--- src/sv/dqg_pkg.sv ---
`timescale 1ns / 1ps
// ----------------------------------------------------------------------------
// dqg_pkg
// Shared types and constants of the dithered Q15 gain block: item kinds,
// queue entry layout, back-end stage layout and noise generator constants.
// ----------------------------------------------------------------------------
package dqg_pkg;

   typedef logic [1:0] kind_type;

   localparam kind_type KIND_MUTE  = 2'd0;
   localparam kind_type KIND_UNITY = 2'd1;
   localparam kind_type KIND_SCALE = 2'd2;

   localparam logic [31:0] NOISE_SEED    = 32'h5EED_1234;
   localparam logic [16:0] DITHER_OFFSET = 17'd32767;
   localparam logic [15:0] UNITY_GAIN    = 16'd32768;

   localparam int QUEUE_DEPTH = 2;
   localparam int QUEUE_PTR_W = 1;
   localparam int QUEUE_CNT_W = 2;

   typedef struct packed {
      kind_type           kind;
      logic signed [15:0] sample;
      logic [14:0]        gain;
      logic signed [16:0] dither;
      logic               last;
   } entry_type;

   typedef struct packed {
      kind_type           kind;
      logic signed [31:0] product;
      logic signed [15:0] sample;
      logic signed [16:0] dither;
      logic               last;
   } stage_type;

   // One xorshift32 step with shifts 13, 17 and 5.
   function automatic logic [31:0] xs32_next(input logic [31:0] x);
      logic [31:0] t;
      t = x ^ (x << 13);
      t = t ^ (t >> 17);
      t = t ^ (t << 5);
      return t;
   endfunction

endpackage

--- src/sv/dqg_front.sv ---
`timescale 1ns / 1ps
// ----------------------------------------------------------------------------
// dqg_front
// Classifies each item as mute, unity or scaled, draws TPDF dither for scaled
// items while enabled and keeps the dither enable and noise generator state.
// ----------------------------------------------------------------------------
module dqg_front (
   input  logic                clock,
   input  logic                reset,
   input  logic                csr_wr_en,
   input  logic                csr_wr_data,
   input  logic                push,
   input  logic signed [15:0]  sample_in,
   input  logic [15:0]         gain,
   input  logic                last_in_buffer,
   output dqg_pkg::entry_type  entry
);

   logic               dither_en_ff;
   logic               dither_en_in;
   logic [31:0]        noise_ff;
   logic [31:0]        noise_in;
   logic [31:0]        draw_a;
   logic [31:0]        draw_b;
   logic signed [16:0] tpdf;
   dqg_pkg::kind_type  kind;
   logic               draw;

   always_comb begin
      priority if (gain == 16'd0) begin
         kind = dqg_pkg::KIND_MUTE;
      end else if (gain >= dqg_pkg::UNITY_GAIN) begin
         // Gains above unity are clamped to unity.
         kind = dqg_pkg::KIND_UNITY;
      end else begin
         kind = dqg_pkg::KIND_SCALE;
      end
   end

   assign draw_a = dqg_pkg::xs32_next(noise_ff);
   assign draw_b = dqg_pkg::xs32_next(draw_a);
   assign tpdf   = signed'({2'b00, draw_a[14:0]} + {2'b00, draw_b[14:0]}
                           - dqg_pkg::DITHER_OFFSET);

   assign draw = push && dither_en_ff && (kind == dqg_pkg::KIND_SCALE);

   assign noise_in     = draw ? draw_b : noise_ff;
   assign dither_en_in = csr_wr_en ? csr_wr_data : dither_en_ff;

   always_comb begin
      entry.kind   = kind;
      entry.sample = sample_in;
      entry.gain   = gain[14:0];
      entry.dither = dither_en_ff ? tpdf : 17'sd0;
      entry.last   = last_in_buffer;
   end

   always_ff @(posedge clock) begin
      if (reset) begin
         noise_ff     <= dqg_pkg::NOISE_SEED;
         dither_en_ff <= 1'b1;
      end else begin
         noise_ff     <= noise_in;
         dither_en_ff <= dither_en_in;
      end
   end

endmodule

--- src/sv/dqg_queue.sv ---
`timescale 1ns / 1ps
// ----------------------------------------------------------------------------
// dqg_queue
// Two-entry queue of classified items between the front and back ends.
// ----------------------------------------------------------------------------
module dqg_queue (
   input  logic                                clock,
   input  logic                                reset,
   input  logic                                push,
   input  dqg_pkg::entry_type                  push_entry,
   input  logic                                pop,
   output dqg_pkg::entry_type                  head_entry,
   output logic                                empty,
   output logic                                full,
   output logic [dqg_pkg::QUEUE_CNT_W-1:0]     count
);

   dqg_pkg::entry_type                  slots_ff [dqg_pkg::QUEUE_DEPTH];
   logic [dqg_pkg::QUEUE_PTR_W-1:0]     wr_ptr_ff;
   logic [dqg_pkg::QUEUE_PTR_W-1:0]     wr_ptr_in;
   logic [dqg_pkg::QUEUE_PTR_W-1:0]     rd_ptr_ff;
   logic [dqg_pkg::QUEUE_PTR_W-1:0]     rd_ptr_in;
   logic [dqg_pkg::QUEUE_CNT_W-1:0]     count_ff;
   logic [dqg_pkg::QUEUE_CNT_W-1:0]     count_in;

   assign empty      = (count_ff == '0);
   assign full       = (count_ff == dqg_pkg::QUEUE_CNT_W'(dqg_pkg::QUEUE_DEPTH));
   assign count      = count_ff;
   assign head_entry = slots_ff[rd_ptr_ff];

   assign wr_ptr_in = push ? wr_ptr_ff + 1'b1 : wr_ptr_ff;
   assign rd_ptr_in = pop  ? rd_ptr_ff + 1'b1 : rd_ptr_ff;

   always_comb begin
      unique case ({push, pop})
         2'b10:   count_in = count_ff + 1'b1;
         2'b01:   count_in = count_ff - 1'b1;
         default: count_in = count_ff;
      endcase
   end

   always_ff @(posedge clock) begin
      if (push) begin
         slots_ff[wr_ptr_ff] <= push_entry;
      end
   end

   always_ff @(posedge clock) begin
      if (reset) begin
         wr_ptr_ff <= '0;
         rd_ptr_ff <= '0;
         count_ff  <= '0;
      end else begin
         wr_ptr_ff <= wr_ptr_in;
         rd_ptr_ff <= rd_ptr_in;
         count_ff  <= count_in;
      end
   end

endmodule

--- src/sv/dqg_back.sv ---
`timescale 1ns / 1ps
// ----------------------------------------------------------------------------
// dqg_back
// Two-stage datapath: multiply, then add dither, shift by 15 with floor and
// saturate into the output register; mute gives zero, unity the sample.
// ----------------------------------------------------------------------------
module dqg_back (
   input  logic                clock,
   input  logic                reset,
   input  logic                head_valid,
   input  dqg_pkg::entry_type  head_entry,
   output logic                pop,
   output logic                rsp_valid,
   input  logic                rsp_stall,
   output logic signed [15:0]  rsp_sample_out,
   output logic                rsp_last_out
);

   logic                 mul_valid_ff;
   logic                 mul_valid_in;
   dqg_pkg::stage_type   mul_ff;
   dqg_pkg::stage_type   mul_in;
   logic                 out_valid_ff;
   logic                 out_valid_in;
   logic signed [15:0]   out_sample_ff;
   logic signed [15:0]   out_sample_in;
   logic                 out_last_ff;
   logic                 adv_out;
   logic                 adv_mul;
   logic signed [31:0]   sum;
   logic signed [16:0]   shifted;
   logic signed [15:0]   clamped;

   assign adv_out = !out_valid_ff || !rsp_stall;
   assign adv_mul = !mul_valid_ff || adv_out;
   assign pop     = head_valid && adv_mul;

   always_comb begin
      mul_in.kind    = head_entry.kind;
      mul_in.product = head_entry.sample * signed'({1'b0, head_entry.gain});
      mul_in.sample  = head_entry.sample;
      mul_in.dither  = head_entry.dither;
      mul_in.last    = head_entry.last;
   end

   assign mul_valid_in = adv_mul ? head_valid : mul_valid_ff;

   // Taking the upper bits of the sum is an arithmetic shift, which floors.
   assign sum     = mul_ff.product + 32'(mul_ff.dither);
   assign shifted = sum[31:15];

   always_comb begin
      if (shifted[16] != shifted[15]) begin
         clamped = shifted[16] ? 16'sh8000 : 16'sh7FFF;
      end else begin
         clamped = shifted[15:0];
      end
   end

   always_comb begin
      unique case (mul_ff.kind)
         dqg_pkg::KIND_MUTE:  out_sample_in = 16'sd0;
         dqg_pkg::KIND_UNITY: out_sample_in = mul_ff.sample;
         dqg_pkg::KIND_SCALE: out_sample_in = clamped;
         default:             out_sample_in = 16'sd0;
      endcase
   end

   assign out_valid_in = adv_out ? mul_valid_ff : out_valid_ff;

   always_ff @(posedge clock) begin
      if (adv_mul) begin
         mul_ff <= mul_in;
      end
      if (adv_out && mul_valid_ff) begin
         out_sample_ff <= out_sample_in;
         out_last_ff   <= mul_ff.last;
      end
   end

   always_ff @(posedge clock) begin
      if (reset) begin
         mul_valid_ff <= 1'b0;
         out_valid_ff <= 1'b0;
      end else begin
         mul_valid_ff <= mul_valid_in;
         out_valid_ff <= out_valid_in;
      end
   end

   assign rsp_valid      = out_valid_ff;
   assign rsp_sample_out = out_sample_ff;
   assign rsp_last_out   = out_last_ff;

endmodule

--- src/sv/dithered_q15_gain_apply.sv ---
`timescale 1ns / 1ps
// ----------------------------------------------------------------------------
// dithered_q15_gain_apply
// Applies a Q15 gain to signed 16-bit PCM samples with optional TPDF dither.
// ----------------------------------------------------------------------------
// The block takes one item per clock while req_stall is low and returns one
// result per item, in order. An accepted item passes through the two-entry
// queue, the multiplier register and the output register; dither is added
// to the product, and the sum is shifted and saturated into the output
// register. The front end runs the noise generator (two xorshift32 steps per
// scaled item while dither is on) in the accept cycle, so dither is drawn in
// item order however the output stalls. A gain of zero gives silence and a
// gain at or above unity passes the sample through; neither draws dither.
// The dither enable resets to on. The user must write it through the csr port
// only while the block is idle; the block itself does not enforce this.
module dithered_q15_gain_apply (
   input  logic                clock,
   input  logic                reset,
   input  logic                csr_wr_en,
   input  logic                csr_wr_data,
   input  logic                req_valid,
   output logic                req_stall,
   input  logic signed [15:0]  req_sample_in,
   input  logic [15:0]         req_gain,
   input  logic                req_last_in_buffer,
   output logic                rsp_valid,
   input  logic                rsp_stall,
   output logic signed [15:0]  rsp_sample_out,
   output logic                rsp_last_out
);

   logic                                push;
   logic                                pop;
   logic                                q_empty;
   logic                                q_full;
   logic [dqg_pkg::QUEUE_CNT_W-1:0]     q_count;
   dqg_pkg::entry_type                  front_entry;
   dqg_pkg::entry_type                  head_entry;

   assign req_stall = q_full;
   assign push      = req_valid && !req_stall;

   dqg_front u_front (
      .clock          (clock),
      .reset          (reset),
      .csr_wr_en      (csr_wr_en),
      .csr_wr_data    (csr_wr_data),
      .push           (push),
      .sample_in      (req_sample_in),
      .gain           (req_gain),
      .last_in_buffer (req_last_in_buffer),
      .entry          (front_entry)
   );

   dqg_queue u_queue (
      .clock      (clock),
      .reset      (reset),
      .push       (push),
      .push_entry (front_entry),
      .pop        (pop),
      .head_entry (head_entry),
      .empty      (q_empty),
      .full       (q_full),
      .count      (q_count)
   );

   dqg_back u_back (
      .clock          (clock),
      .reset          (reset),
      .head_valid     (!q_empty),
      .head_entry     (head_entry),
      .pop            (pop),
      .rsp_valid      (rsp_valid),
      .rsp_stall      (rsp_stall),
      .rsp_sample_out (rsp_sample_out),
      .rsp_last_out   (rsp_last_out)
   );

   // The back end never takes an item from an empty queue.
   a_pop_nonempty: assert property (@(posedge clock) disable iff (reset)
      pop |-> !q_empty)
      else $error("item popped from empty queue");

   // Queue occupancy only moves with a push or a pop.
   a_count_hold: assert property (@(posedge clock) disable iff (reset)
      (push == pop) |=> $stable(q_count))
      else $error("queue count changed without net push or pop");

   a_count_up: assert property (@(posedge clock) disable iff (reset)
      (push && !pop) |=> (q_count == $past(q_count) + 1'b1))
      else $error("queue count did not follow a push");

   // An item still in the queue stays there until the back end pops it.
   a_no_loss: assert property (@(posedge clock) disable iff (reset)
      (!q_empty && !pop) |=> !q_empty)
      else $error("queued item lost");

endmodule

--- config.mk ---
export PLATFORM = sky130hd
export DESIGN_NAME = dithered_q15_gain_apply
export DESIGN_NICKNAME = d
export VERILOG_FILES = /design/src/sv/dqg_pkg.sv /design/src/sv/dqg_front.sv /design/src/sv/dqg_queue.sv /design/src/sv/dqg_back.sv /design/src/sv/dithered_q15_gain_apply.sv
export SDC_FILE = /design/constraint.sdc
export NUM_CORES = 1
export LEC_CHECK = 0
export ABC_AREA = 0
export BUFFER_PORTS_ARGS = -buffer_cell sky130_fd_sc_hd__buf_2
export CAP_MARGIN = 20
export CELL_PAD_IN_SITES_DETAIL_PLACEMENT = 1
export CELL_PAD_IN_SITES_GLOBAL_PLACEMENT = 1
export CORE_MARGIN = 10
export CORE_UTILIZATION = 45
export DETAILED_ROUTE_END_ITERATION = 8
export GPL_TIMING_DRIVEN = 0
export PLACE_DENSITY_LB_ADDON = 0.1
export SLEW_MARGIN = 20
export SYNTH_ARGS = -nofsm -noshare
export SYNTH_HDL_FRONTEND = slang
export SYNTH_SLANG_ARGS = --single-unit
--- constraint.sdc ---
create_clock -name clock -period 16.3 [get_ports clock]
set_input_delay 1.63 -clock clock [delete_from_list [all_inputs] [get_ports clock]]
set_output_delay 1.63 -clock clock [all_outputs]
set_load 0.02 [all_outputs]
# Word level (Yosys, flattened, before mapping)
# Memory sizes are Yosys's and may differ from the RTL's. A register that Yosys moved wholly into a read port is not among the register bits.
# Cells that the tools add are included.
# Widths: inputs -> output; s select.
word_totals:
  regBits: 124
  ram_bits: 102
  inputBits: 39
  out_inout_bits: 19
  word_cells: 63
  mem_count: 1
classes:
  n_addsub: 7
  n_mul: 1
  order_cmp: 1
  n_eq_ne: 7
  n_mux: 11
  bitwise: 6
  n_reduce_logical: 15
mem_list:
  columns: ["name", "words", "width", "rd", "rd_clocked_by_memory_dff", "write_ports", "line", "rtl"]
  rows:
  - ["u_queue.slots_ff", 2, 51, 1, 1, 1, "dqg_queue.sv:18", "dqg_pkg::entry_type slots_ff [dqg_pkg::QUEUE_DEPTH];"]
op_table:
  columns: ["op", "n"]
  rows:
  - ["$xor 32x32->32", 4]
  - ["$xor 32x15->32", 2]
  - ["$add 32x17->32", 1]
  - ["$mul 16x16->32", 1]
  - ["$mux 16", 2]
  - ["$pmux 16 s2", 1]
  - ["$mux 17", 1]
  - ["$sub 17x15->17 const B", 1]
  - ["$add 15x15->16", 1]
  - ["$ge 16x16->1 const B", 1]
  - ["$logic_not 16->1", 1]
  - ["$eq 2x2->1 const B", 4]
  - ["$logic_and 1x1->1", 5]
  - ["$logic_not 1->1", 5]
  - ["$eq 2x1->1 const B", 2]
  - ["$mux 1", 4]
  - ["$mux 2", 2]
  - ["$pmux 2 s2", 1]
  - ["$add 1x1->1 const B", 2]
  - ["$add 2x1->2 const B", 1]
  - ["$logic_not 2->1", 1]
  - ["$logic_or 1x1->1", 2]
  - ["$reduce_bool 2->1", 1]
  - ["$sub 2x1->2 const B", 1]
  - ["$ne 1x1->1", 1]

# Depth between registers and ports, before layout
# Gate-level depths: netlist of the first run.
depth:
  depth_word: 9
  mapped_depth: 29
  ltp_nobuf: 27

# Hierarchy
# From an unflattened synthesis of the first run, not the netlist that was laid out.
unflattened:
  cells_unflattened: 1998
  hier_area_um2: 21341.7
by_module_without_submodules:
  columns: ["mod", "n_inst", "cells_per_inst", "area_each_um2", "seq_area_each_um2"]
  rows:
  - ["dqg_back", 1, 1353, 13649.3, 2592.5]
  - ["dqg_queue", 1, 181, 3872.5, 3163.0]
  - ["dqg_front", 1, 462, 3802.4, 660.6]
  - ["dithered_q15_gain_apply", 1, 2, 17.5, 0.0]

# Least setup slack after synthesis of the first run
# OpenSTA, ideal clock, no wires.
synth_timing:
  path_kind: "register to register"
  startpoint: "reg with a tool-made name"
  endpoint: "reg u_back.mul_ff[64] in the netlist's numbering (data pin)"
  setup_ns: 0.275
  arrival_ns: 6.794
  t_required_ns: 16.025
  path_slack_ns: 9.230
  stages_incl_launch_ff: 26
  path_buffers: 3
  synth_period_minus_slack_ns: 7.070
  cell_sequence: "dfxtp_1 -> clkbuf_1 -> clkbuf_1 -> buf_1 -> mux2i_1 -> nor2_1 -> fa_1 -> inv_1 -> fa_1 -> inv_1 -> fa_1 -> fa_1 -> fa_1 -> inv_1 -> fa_1 -> inv_1 -> ha_1 -> o21a_1 -> o21ai_0 -> nand2b_1 -> a21oi_1 -> a31oi_1 -> o41ai_1 -> o31ai_1 -> nand4b_1 -> o211ai_1"
synth_rtl:
  columns: ["item", "line", "rtl"]
  rows:
  - ["to (signal assigned)", "dqg_back.sv:73", "mul_ff <= mul_in;"]
  - ["to (decl)", "dqg_back.sv:21", "dqg_pkg::stage_type mul_ff;"]

==> flow_summary.toml, run 1 <==
[run_status]
status = "completed"

[global_routing]
met3_usage_pct = 3.91
grt_first_pass_wirelength_um = 90700
grt_busiest_layer = "met2"
overflow = 0
use_met1_pct = 29.2
antenna_found_initial = 0
grt_max_degree = 51
grt_use_total_pct = 20.6
grt_util_met2_pct = 32.3
grt_pass1_vias = 15900

[route]
drt-total-wl_um = 57100
vias_per_cell = 5.32
wl_per_cell_um = 21.2
dr.pass1.iters = 4
route.vias.total = 14300
drc_errors = 0
drtIter0Drc = 802
drtAntennaViolNets = 0

[floorplan]
fp-row-count = 78
start_util_pct = 45.7
coreArea_mm2 = 0.0457
die_area_mm2 = 0.0554
fp.dieW_um = 235
ios = 58
die-height_um = 235

[cts]
cts_sinks = 227
cts_hold_buf = 0
htree_levels = 1
cts-root-buf = "clkbuf_16"
cts_tree = "done"
clk-insertion-delay-late_ps = 550
cts_setup_buffers = 0
numCtsBuffers = 26
clk_pin_slew_ps = 60
cts_max_path_buffers = 3
cts_resized = 0

[setup_path]
worstSetupPathType = "reg -> reg"
cp-start-kind = "register"
critPathTopFamily = "adder cells"
slowest_delay_ps = 1010
r2r-end = "u_back.mul_ff[64]"
setup.worst_path.end_class = "register"
path_depth = 24
path_common_cell = "fa_1"
crit_buf_inv = 6
worstPathArrival_ps = 9370
path_max_fanout = 10
r2r_slack_ps = 7180
ff2ff_path_depth = 24
cp_slowest_cell = "mux2i_1"
cp_cell_sequence = "clkbuf_1, clkbuf_1, mux2i_1, clkinv_1, nand2_1, fa_1, fa_1, fa_1, inv_1, fa_1, fa_1, inv_1, fa_1, inv_1, ha_1, a21o_1, a21oi_1, o21bai_1, a21oi_1, a31oi_1, o41ai_1, o31ai_1, nand4b_1, o211ai_1"
critPathRequiredTime_ps = 16550

[synthesis]
avgSynthCellArea_um2 = 10.5
synthArstFlopShare_pct = 0
synth_fp_nets = 2397
synth_seq_area_share_pct = 30.7
netlist_area_mm2 = 0.0209
yosysWarnings = 0
netlist_instances = 1981
synth_edf_count = 187
synth-seq-cells = 227
synth-main-ff-cell = "edfxtp_1"
synth.distinct_cells = 79

[hold_path]
hp-class = "reg -> reg"
hold_path_end = "u_back.rsp_last_out"
min_delay_path_depth = 0
min_from = "u_back.mul_ff[0]"

[layout]
drive_above_1_share_pct = 8.19
nets = 2487
num_antenna_cells = 0
final_common_cell = "inv_1"
final_cell_mix = "inv_1 (329), fa_1 (246), edfxtp_1 (187), nor2_1 (175), nand2_1 (150)"
syn2layout_area_growth_pct = 9.76

[sta]
period_share_pct = 55.9
finalHoldViolCount = 0
finalCriticalPeriod_ps = 9120
rsz0062_at_grt = "false"
setup_viol = 0
skew_ps = 15.3
fin_tns_setup_ps = 0
maxSlewViolCount = 0
fmax_ghz = 0.110
max_slew_margin_pct = 21.0
tightest_slew_ps = 1150

[place]
gp_congestion = 0.880
dp_hpwl_um = 46400
portBuffers = 57

[run]
cap_violations = 0
[synthesized netlist by cell type (all sizes together), types with 40 or more instances]
cell	n	area, um^2
clkbuf	46	173
a21oi	73	377
nor2	176	661
xnor2	135	1200
edfxtp	187	5620
dfxtp	40	801
nand2	150	563
xor2	60	533
ha	131	1640
o21ai	43	215
inv	329	1230
fa	246	4920
[per-stage QoR]
stage / hold slack [ps] / util [%] / setup slack [ps] / cells / instance area [um^2]
2_1_floorplan: 400 / - / 9230 / 1981 / 20900
3_3_place_gp: 483 / 48.0 / 7170 / 2638 / 21900
3_5_place_dp: 508 / 48.4 / 7110 / 2643 / 22100
4_1_cts: 516 / 50.2 / 7060 / 2688 / 22900
5_1_grt: 501 / 50.2 / 6630 / 2688 / 22900
6_report: 491 / 50.2 / 7180 / 2688 / 22900
[cells by family (layout without fill, tap and decap cells)]
logic type               count (synthesis)  count (layout)  share of synthesized area, %
flip-flops                             227             227                          30.7
adder cells (fa/ha/maj)                380             380                          31.6
AND/OR/NAND/NOR                        469             469                          10.2
buffers and inverters                  393             500                          7.13
AO/OA/AOI/OAI                          239             239                          7.55
XOR/XNOR                               205             205                          9.39
multiplexers                            68              68                          3.46
[worst max-delay path by stage]
stage                   endpoint  startpoint
2_1_floorplan  u_back.mul_ff[64]    register
3_3_place_gp   u_back.mul_ff[64]    register
3_5_place_dp   u_back.mul_ff[64]    register
4_1_cts        u_back.mul_ff[64]    register
5_1_grt        u_back.mul_ff[64]    register
6_report       u_back.mul_ff[64]    register
[sequential cells by signal (all words and copies together) (netlist names), named ones only]
register,cells
u_queue.slots_ff,102
u_back.mul_ff,68
u_front.noise_ff,32
u_back.rsp_sample_out,16
u_queue.count,2
u_back.mul_valid_ff,1
u_back.rsp_last_out,1
u_back.rsp_valid,1
u_front.dither_en_ff,1
u_queue.rd_ptr_ff,1
u_queue.wr_ptr_ff,1
[metal layers]
metal / share of wire, % / wire [um]
met1: 48 / 27700
met2: 45 / 25500
met3: 5.2 / 2970
met4: 1.7 / 975
met5: 0 / 0
[area by class of cell]
class / instances / area (um^2)
plain buffers: 57 / 228
clock buffers: 36 / 709
clock inverters: 9 / 120
fillers: 5041 / 22700
inverters: 336 / 1260
multi-input cells: 1361 / 13000
flip-flops and latches: 227 / 6420
well taps: 600 / 751
repair buffers: 62 / 408
[worst reg2reg max path: cells and delay by family (launching register included)]
kind,cells,cell delay (ps)
AOI/OAI and AO/OA,8,1860
and+or+nand+nor,2,420
buffers and inverters,6,1910
DFF,1,300
muxes,1,1020
adders and majority gates,7,3310
Power of run 1 is not shown: default switching activity piles up to over one toggle a cycle in this logic, so the estimate is an artifact.
==> run 2: changes to the inputs <==
==> constraint.sdc (replaced) <==
create_clock -name clock -period 8.6 [get_ports clock]
set_input_delay 0.86 -clock clock [delete_from_list [all_inputs] [get_ports clock]]
set_output_delay 0.86 -clock clock [all_outputs]
set_load 0.02 [all_outputs]
==> flow_summary.toml, run 2 (synthesis results as in run 1) <==
[run_status]
status = "completed"

[layout]
num_antenna_cells = 0
reg_top3 = "u_queue.slots_ff (102), u_back.mul_ff (68), u_front.noise_ff (32)"
nets = 2486
seq_area_mm2 = 0.00642
regMostFlops = "u_queue.slots_ff"
final_cell_mix = "inv_1 (329), fa_1 (246), edfxtp_1 (187), nor2_1 (175), nand2_1 (150)"
largest_reg_flops = 102
fin_cells = 2687
multi_input_area_mm2 = 0.0132
final.fill_count = 5022
final_common_cell = "inv_1"
drive_above_1_share_pct = 9.30
syn2layout_area_growth_pct = 10.4

[global_routing]
grt_use_total_pct = 20.6
overflow = 0
grt_first_pass_wirelength_um = 90800
grt_max_degree = 51
grt_pass1_vias = 16000
antenna_found_initial = 0

[route]
drtAntennaViolNets = 0
top_layer = "met4"
dr.pass1.iters = 5
route.vias.total = 14400
met1_length_um = 27400
drtIter0Drc = 769
drt-total-wl_um = 57100
vias_per_cell = 5.35
wl_per_cell_um = 21.3
dr_wl_met2_um = 25500
met3_length_um = 3220
drc_errors = 0

[cts]
cts_sinks = 227
htree_levels = 1
numCtsBuffers = 26
clk-insertion-delay-late_ps = 550
cts-root-buf = "clkbuf_16"
cts_hold_buf = 0
clk_pin_slew_ps = 60
cts_max_path_buffers = 3
cts_tree = "done"

[hold_path]
hp-class = "reg -> reg"

[sta]
holdWs_ps = 491
setup_viol = 0
fmax_ghz = 0.122
skew_ps = 15.3
tightest_slew_ps = 1060
period_share_pct = 95.3
finalHoldViolCount = 0
layout_setup_ws_ps = 406
rsz0062_at_grt = "false"
max_slew_margin_pct = 27.0
maxSlewViolCount = 0
finalCriticalPeriod_ps = 8190

[run]
cap_violations = 0

[place]
dp_slack_ps = -592
portBuffers = 57
gp_congestion = 0.880
dp_hpwl_um = 46400
placedCellCount = 2643

[setup_path]
path_max_fanout = 10
r2r_slack_ps = 410
worstPathArrival_ps = 8480
r2r-end = "u_back.mul_ff[65]"
setup.worst_path.end_class = "register"
ff2ff_path_depth = 24
endpoint = "u_back.mul_ff[65]"
critPathRequiredTime_ps = 8880
worstSetupPathType = "reg -> reg"
cp-start-kind = "register"

[floorplan]
die_area_mm2 = 0.0554
die-height_um = 235
fp-row-count = 78
coreArea_mm2 = 0.0457
ios = 58
start_util_pct = 45.7
fp.dieW_um = 235
run 2: through the flow:
stage	util (%)	cell area [um^2]	TNS (ps)
2_1_floorplan	-	20900	0
6_report	50.5	23100	0
3_5_place_dp	48.4	22100	-2500
4_1_cts	50.3	23000	0
5_1_grt	50.5	23100	0
3_3_place_gp	48.0	21900	-2020
run 2: worst min-delay path by stage:
stage / from / endpoint / cells past startpoint
2_1_floorplan: u_back.mul_ff[0] / u_back.rsp_last_out / 0
4_1_cts: req_sample_in[12] / u_queue.slots_ff[0][45] / 1
6_report: u_back.mul_ff[0] / u_back.rsp_last_out / 0
3_5_place_dp: u_back.mul_ff[0] / u_back.rsp_last_out / 0
5_1_grt: req_last_in_buffer / u_queue.slots_ff[1][0] / 1
3_3_place_gp: u_queue.count[1] / u_queue.count[1] / 2
run 2: final cells by class:
class                   count  share of cell area [%]
plain buffers              56                   0.993
flip-flops and latches    227                    27.8
clock inverters             9                   0.521
well taps                 600                    3.26
multi-input cells        1361                    57.0
repair buffers             62                    1.77
inverters                 336                    5.54
clock buffers              36                    3.08
run 2: worst max-delay path, stage by stage (launching register included):
cell,delay [ps]
dfxtp_1,300
clkbuf_1,360
clkbuf_2,550
mux2i_2,580
inv_1,130
clkbuf_1,370
nand2_1,210
fa_1,470
fa_1,550
inv_1,50
fa_1,480
fa_1,510
fa_1,500
inv_1,50
fa_1,480
inv_1,40
ha_1,370
nand3_1,170
o21ai_0,220
a21oi_1,150
o31ai_1,520
nand3_1,210
a31oi_1,330
and4_1,240
nor3_1,60
run 2: timing repair:
| item | in CTS | in global routing |
|---|---|---|
| setup buffers | 0 | 0 |
| resized for setup | 11 | 22 |
| endpoints found under the setup margin | 10 | 6 |
| gates cloned | 0 | 0 |
run 2: metal layers:
layer	global-route usage, %	vias up
li1	-	6636
met1	29.3	7360
met5	0	-
met2	32.2	328
met3	3.88	62
met4	4.05	0
Power of run 2 is left out for the same reason.
